===== src/sgr_pkg.sv =====
// Shared types and constants for the six-button gamepad reader.
`timescale 1ns / 1ps

package sgr_pkg;

  localparam int STEP_W = 3;

  typedef logic [STEP_W-1:0] step_t;

  localparam step_t STEP_CLEAR  = 3'd0;
  localparam step_t STEP_DETECT = 3'd1;
  localparam step_t STEP_DPAD   = 3'd2;
  localparam step_t STEP_PROBE  = 3'd3;
  localparam step_t STEP_EXTRA  = 3'd4;
  localparam step_t STEP_LAST   = 3'd5;

  localparam int BTN_W = 12;

  localparam int BIT_RIGHT = 0;
  localparam int BIT_LEFT  = 1;
  localparam int BIT_DOWN  = 2;
  localparam int BIT_UP    = 3;
  localparam int BIT_START = 4;
  localparam int BIT_A     = 5;
  localparam int BIT_B     = 6;
  localparam int BIT_C     = 7;
  localparam int BIT_MODE  = 8;
  localparam int BIT_X     = 9;
  localparam int BIT_Y     = 10;
  localparam int BIT_Z     = 11;

  typedef enum logic [1:0] {
    KIND_NONE  = 2'd0,
    KIND_THREE = 2'd1,
    KIND_SIX   = 2'd2
  } kind_t;

  typedef struct packed {
    logic [7:0] th;
    logic [7:0] tr;
    logic [7:0] tl;
    logic [7:0] d3;
    logic [7:0] d2;
    logic [7:0] d1;
    logic [7:0] d0;
    logic [7:0] led;
  } pin_map_t;

  localparam pin_map_t PIN_MAP_A = '{
    th: 8'h10, tr: 8'h80, tl: 8'h04, d3: 8'h40,
    d2: 8'h20, d1: 8'h08, d0: 8'h02, led: 8'h01
  };

  localparam pin_map_t PIN_MAP_B = '{
    th: 8'h08, tr: 8'h40, tl: 8'h02, d3: 8'h20,
    d2: 8'h10, d1: 8'h04, d0: 8'h01, led: 8'h80
  };

endpackage


===== src/sgr_pad.sv =====
// Per-pad decode: button word and kind update for one step, and the drive byte.
`timescale 1ns / 1ps

module sgr_pad (
  input  sgr_pkg::pin_map_t             pins,
  input  logic                          en,
  input  sgr_pkg::step_t                step,
  input  logic                          next_odd,
  input  logic [7:0]                    port,
  input  logic [sgr_pkg::BTN_W-1:0]     bits,
  input  sgr_pkg::kind_t                kind,
  output logic [sgr_pkg::BTN_W-1:0]     bits_next,
  output sgr_pkg::kind_t                kind_next,
  output logic [7:0]                    drive
);

  logic tr_low;
  logic tl_low;
  logic d3_low;
  logic d2_low;
  logic d1_low;
  logic d0_low;
  logic [sgr_pkg::BTN_W-1:0] add;

  assign tr_low = ~|(port & pins.tr);
  assign tl_low = ~|(port & pins.tl);
  assign d3_low = ~|(port & pins.d3);
  assign d2_low = ~|(port & pins.d2);
  assign d1_low = ~|(port & pins.d1);
  assign d0_low = ~|(port & pins.d0);

  always_comb begin
    add       = '0;
    bits_next = bits;
    kind_next = kind;
    if (en) begin
      case (step)
        sgr_pkg::STEP_CLEAR: begin
          bits_next = '0;
        end
        sgr_pkg::STEP_DETECT: begin
          add[sgr_pkg::BIT_START] = tr_low;
          add[sgr_pkg::BIT_A]     = tl_low;
          add[sgr_pkg::BIT_DOWN]  = d1_low;
          add[sgr_pkg::BIT_UP]    = d0_low;
          bits_next = bits | add;
          kind_next = (d3_low && d2_low) ? sgr_pkg::KIND_THREE : sgr_pkg::KIND_NONE;
        end
        sgr_pkg::STEP_DPAD: begin
          add[sgr_pkg::BIT_C]     = tr_low;
          add[sgr_pkg::BIT_B]     = tl_low;
          add[sgr_pkg::BIT_RIGHT] = d3_low;
          add[sgr_pkg::BIT_LEFT]  = d2_low;
          add[sgr_pkg::BIT_DOWN]  = d1_low;
          add[sgr_pkg::BIT_UP]    = d0_low;
          bits_next = bits | add;
        end
        sgr_pkg::STEP_PROBE: begin
          if (kind != sgr_pkg::KIND_NONE && d1_low && d0_low) begin
            kind_next = sgr_pkg::KIND_SIX;
          end
        end
        sgr_pkg::STEP_EXTRA: begin
          if (kind == sgr_pkg::KIND_SIX) begin
            add[sgr_pkg::BIT_MODE] = d3_low;
            add[sgr_pkg::BIT_X]    = d2_low;
            add[sgr_pkg::BIT_Y]    = d1_low;
            add[sgr_pkg::BIT_Z]    = d0_low;
          end
          bits_next = bits | add;
        end
        default: begin
          bits_next = bits;
        end
      endcase
    end
  end

  always_comb begin
    drive = 8'hFF;
    if (next_odd) begin
      drive = drive & ~pins.th;
    end
    if (kind_next != sgr_pkg::KIND_NONE) begin
      drive = drive & ~pins.led;
    end
  end

endmodule


===== src/six_button_gamepad_reader.sv =====
// Top level of the two-pad six-button gamepad reader.
`timescale 1ns / 1ps

// Each accepted item is one port exchange at the current step of a six-step
// frame. The item is decoded in the cycle it is accepted and its result
// appears in the output register on the next cycle, so the block takes one
// item per cycle while the output is not stalled; in_ready drops only while a
// result waits on a stalled output. A failed transfer restarts the frame at
// step 0 and leaves the stored buttons and kinds as they were.

module six_button_gamepad_reader (
  input  logic                      clk,
  input  logic                      rst,
  input  logic                      in_valid,
  output logic                      in_ready,
  input  logic [7:0]                port_a_in,
  input  logic [7:0]                port_b_in,
  input  logic                      xfer_ok,
  output logic                      out_valid,
  input  logic                      out_ready,
  output logic [7:0]                drive_a,
  output logic [7:0]                drive_b,
  output logic [sgr_pkg::BTN_W-1:0] buttons_a,
  output logic [sgr_pkg::BTN_W-1:0] buttons_b,
  output logic [1:0]                kind_a,
  output logic [1:0]                kind_b,
  output logic                      frame_done
);

  sgr_pkg::step_t            step;
  sgr_pkg::step_t            step_next;
  logic [sgr_pkg::BTN_W-1:0] bits_a;
  logic [sgr_pkg::BTN_W-1:0] bits_b;
  logic [sgr_pkg::BTN_W-1:0] bits_a_next;
  logic [sgr_pkg::BTN_W-1:0] bits_b_next;
  sgr_pkg::kind_t            pad_kind_a;
  sgr_pkg::kind_t            pad_kind_b;
  sgr_pkg::kind_t            pad_kind_a_next;
  sgr_pkg::kind_t            pad_kind_b_next;
  logic [7:0]                drive_a_next;
  logic [7:0]                drive_b_next;
  logic                      done_next;
  logic                      accept;

  assign in_ready = ~out_valid | out_ready;
  assign accept   = in_valid & in_ready;

  always_comb begin
    step_next = sgr_pkg::STEP_CLEAR;
    done_next = 1'b0;
    if (xfer_ok && step <= sgr_pkg::STEP_LAST) begin
      if (step == sgr_pkg::STEP_LAST) begin
        done_next = 1'b1;
      end else begin
        step_next = step + sgr_pkg::step_t'(1);
      end
    end
  end

  sgr_pad u_pad_a (
    .pins      (sgr_pkg::PIN_MAP_A),
    .en        (xfer_ok),
    .step      (step),
    .next_odd  (step_next[0]),
    .port      (port_a_in),
    .bits      (bits_a),
    .kind      (pad_kind_a),
    .bits_next (bits_a_next),
    .kind_next (pad_kind_a_next),
    .drive     (drive_a_next)
  );

  sgr_pad u_pad_b (
    .pins      (sgr_pkg::PIN_MAP_B),
    .en        (xfer_ok),
    .step      (step),
    .next_odd  (step_next[0]),
    .port      (port_b_in),
    .bits      (bits_b),
    .kind      (pad_kind_b),
    .bits_next (bits_b_next),
    .kind_next (pad_kind_b_next),
    .drive     (drive_b_next)
  );

  always_ff @(posedge clk) begin
    if (rst) begin
      step       <= sgr_pkg::STEP_CLEAR;
      bits_a     <= '0;
      bits_b     <= '0;
      pad_kind_a <= sgr_pkg::KIND_NONE;
      pad_kind_b <= sgr_pkg::KIND_NONE;
      out_valid  <= 1'b0;
    end else begin
      if (accept) begin
        step       <= step_next;
        bits_a     <= bits_a_next;
        bits_b     <= bits_b_next;
        pad_kind_a <= pad_kind_a_next;
        pad_kind_b <= pad_kind_b_next;
        out_valid  <= 1'b1;
      end else if (out_ready) begin
        out_valid  <= 1'b0;
      end
    end
  end

  always_ff @(posedge clk) begin
    if (accept) begin
      drive_a    <= drive_a_next;
      drive_b    <= drive_b_next;
      buttons_a  <= bits_a_next;
      buttons_b  <= bits_b_next;
      kind_a     <= pad_kind_a_next;
      kind_b     <= pad_kind_b_next;
      frame_done <= done_next;
    end
  end

endmodule

===== config.mk =====
export PLATFORM = sky130hd
export DESIGN_NAME = six_button_gamepad_reader
export DESIGN_NICKNAME = d
export VERILOG_FILES = /design/src/sgr_pkg.sv /design/src/sgr_pad.sv /design/src/six_button_gamepad_reader.sv
export SDC_FILE = /design/constraint.sdc
export NUM_CORES = 1
export LEC_CHECK = 0
export BUFFER_PORTS_ARGS = -buffer_cell sky130_fd_sc_hd__buf_2
export CAP_MARGIN = 5
export CORE_UTILIZATION = 35
export DETAILED_ROUTE_END_ITERATION = 12
export PLACE_DENSITY = 0.64
export SYNTH_ARGS = -nofsm -noshare
export SYNTH_HDL_FRONTEND = slang
export SYNTH_SLANG_ARGS = --single-unit

===== constraint.sdc =====
create_clock -name clk -period 4.7 [get_ports clk]
set_clock_uncertainty 0.2 [all_clocks]
set_input_delay 0.47 -clock clk [delete_from_list [all_inputs] [get_ports clk]]
set_output_delay 0.47 -clock clk [all_outputs]
set_load 0.005 [all_outputs]

==> results.cfg <==
[placed_design]
post_dp_cell_area_sq_mm = 0.00298
gp_congestion = 0.753
hpwl_mm = 3.72
portBuffers = 51

[pwr]
vdd_ir_drop_max_v = 0.000124
p_int_mw = 0.846
power.leakage_nw = 1.29
p_sw_share_pct = 24.1
p_per_area_mw_per_mm2 = 355
p_comb_share_pct = 8.3
power_frac_clock_pct = 36.5
p_switching_mw = 0.269
seqPwrFrac_pct = 55.3

[finish]
syn_to_final_growth_pct = 16.1
num_antenna_cells = 0
regArea_sq_mm = 0.00160
fin_area_sq_mm = 0.00314
multiInputGateArea_sq_um = 972
layout_common_cells = buf_2 (51), nor2_1 (35), dfxtp_1 (32), edfxtp_1 (32), o21a_1 (23)
layout-drive-gt1-share_pct = 25.3
fin_nets = 314
fill_cells = 751
mostFrequentLayoutCell = buf_2

[run_status]
outcome = finished clean

[synth]
yosysSeqAreaShare_pct = 59.2
syn_avg_cell_area_sq_um = 11.1
ys_types = 41
syn-cell-area_sq_mm = 0.00271
synth-async-reset-ratio_pct = 0
yosys_warnings = 0
ys.flop_type = edfxtp_1
synthCells = 243
synth_seq_cells = 64
synth_edf_count = 32

[critical_path]
critPathArrivalTime_ps = 2710
crit_required_ps = 4790
worstPathMaxFanout = 41
end_kind = flip-flop
start_kind = flip-flop
crit_type = reg -> reg

[timing]
worst_pin_slew_ps = 999
setup_viol = 0
finalSetupTns_ps = 0
rsz0062_at_grt = false
fmax_mhz = 382
post-route-period-util_pct = 55.7
hold_viol = 0
min_period_ps = 2620
slew_violations = 0
slew_headroom_pct = 33.2

[routing]
ant_nets = 0
first_pass_iters = 4
vias = 1938
drt_wl_total_mm = 5.61
vias_per_cell = 4.89
route.detailed.drc = 0
drtIter0Drc = 104
wl_per_cell_um = 14.2

[run]
cap_violations = 0

[floorplan]
io_pins = 68
coreArea_sq_mm = 0.00737
initial_utilization_pct = 36.7
die_w_um = 89.9
die_area_sq_mm = 0.00809
die_y_um = 89.9
rows = 31

[global_route]
grt_first_pass_wirelength_mm = 9.25
antenna_found_initial = 0
grt_usage_pct = 15.1
grt_max_degree = 42
overflow = 0
grt_pass1_vias = 1788

[clocking]
post_cts_buffers = 0
cts_sinks = 64
path_clk_slew_ps = 70
cts_tree = built
cts_resized = 0
cts_max_path_buffers = 2
clk_latency_ps = 340
cts_made_buffers = 9
htree_levels = 3
root_buffer = clkbuf_8
cts_hold_buf = 0

[hold_path]
min_path_type = in -> reg
## worst max-delay path: stages, from the launching register on
cell	delay [ps]
dfxtp_1	370
nand2b_4	90
nand2_1	450
inv_2	510
a21oi_2	730
o21a_1	210
## state kept, by name, summed over array words and instances (netlist names)
register / count
bits_a: 12
bits_b: 12
buttons_a: 12
buttons_b: 12
step: 3
drive_a: 2
kind_a: 2
kind_b: 2
pad_kind_a: 2
pad_kind_b: 2
drive_b: 1
frame_done: 1
out_valid: 1
## per-stage QoR
stage / cells / worst slack [ps] / power [mW] / hold slack [ps] / util [%]
floorplan: 254 / 2690 / 0.687 / 233 / -
finish: 396 / 2080 / 1.11 / 144 / 42.6
detailed placement: 380 / 1810 / 0.721 / 248 / 40.4
global placement: 380 / 1790 / 0.719 / 247 / 40.4
CTS: 396 / 2080 / 1.12 / 142 / 42.6
global route: 396 / 1780 / 1.16 / 150 / 42.6
## area by class of cell
| cell class | count | share of cell area [%] |
|---|---|---|
| Clock inverter | 3 | 0.558 |
| Sequential cell | 64 | 51.0 |
| Timing Repair Buffer | 51 | 8.12 |
| Inverter | 6 | 0.717 |
| Clock buffer | 13 | 4.74 |
| Tap cell | 99 | 3.94 |
| Multi-Input combinational cell | 160 | 30.9 |
## cells by family after synthesis
logic type               count (synthesis)  synth area share [%]
AND/OR/NAND/NOR                         76                  15.2
AO/OA/AOI/OAI                           71                  18.6
other                                    1                 0.139
adder cells (fa/ha/maj)                  1                 0.462
flip-flops                              64                  59.2
buffers and inverters                   30                  6.43
## path summary, 6_finish.rpt
path	slack (ps)	cells past startpoint	endpoint	from
hold reg to reg	270	1	bits_b[2]	bits_b[2]
hold / removal	140	2	bits_a[7]	port_a_in[7]
setup / recovery	2080	5	bits_b[7]	out_valid
setup reg to reg	2080	5	bits_b[7]	out_valid
## layer usage
metal / global-route usage (%) / share of wire (%) / up-vias
li1: - / - / 952
met4: 7.26 / 2.2 / 0
met3: 4.74 / 5.1 / 13
met5: 0 / 0 / -
met1: 19.8 / 48 / 914
met2: 22.8 / 45 / 59
## synthesized netlist by cell type (all sizes together), types with 2 or more instances
cell type	count	share of area, %
nand2b	3	0.97
a21oi	8	1.6
inv	6	0.83
nand2	14	1.9
o21a	23	6.4
a21o	3	0.88
a2bb2oi	8	2.6
nor3	8	1.5
and4bb	2	1.1
dfxtp	32	24
o2bb2ai	9	2.9
buf	17	4.6
a31oi	2	0.46
nand3	4	0.74
clkbuf	7	1.0
a2111oi	2	0.65
edfxtp	32	36
nor2	35	4.9
o21ai	14	2.6
## power by group through the flow
stage / registers [mW] / clock network, mW / logic [mW]
global placement: 0.627 / 0 / 0.0916
global route: 0.618 / 0.437 / 0.102
detailed placement: 0.628 / 0 / 0.0926
CTS: 0.616 / 0.415 / 0.0930
finish: 0.616 / 0.407 / 0.0920
floorplan: 0.628 / 0 / 0.0588
(Power assumes the default switching activity.)
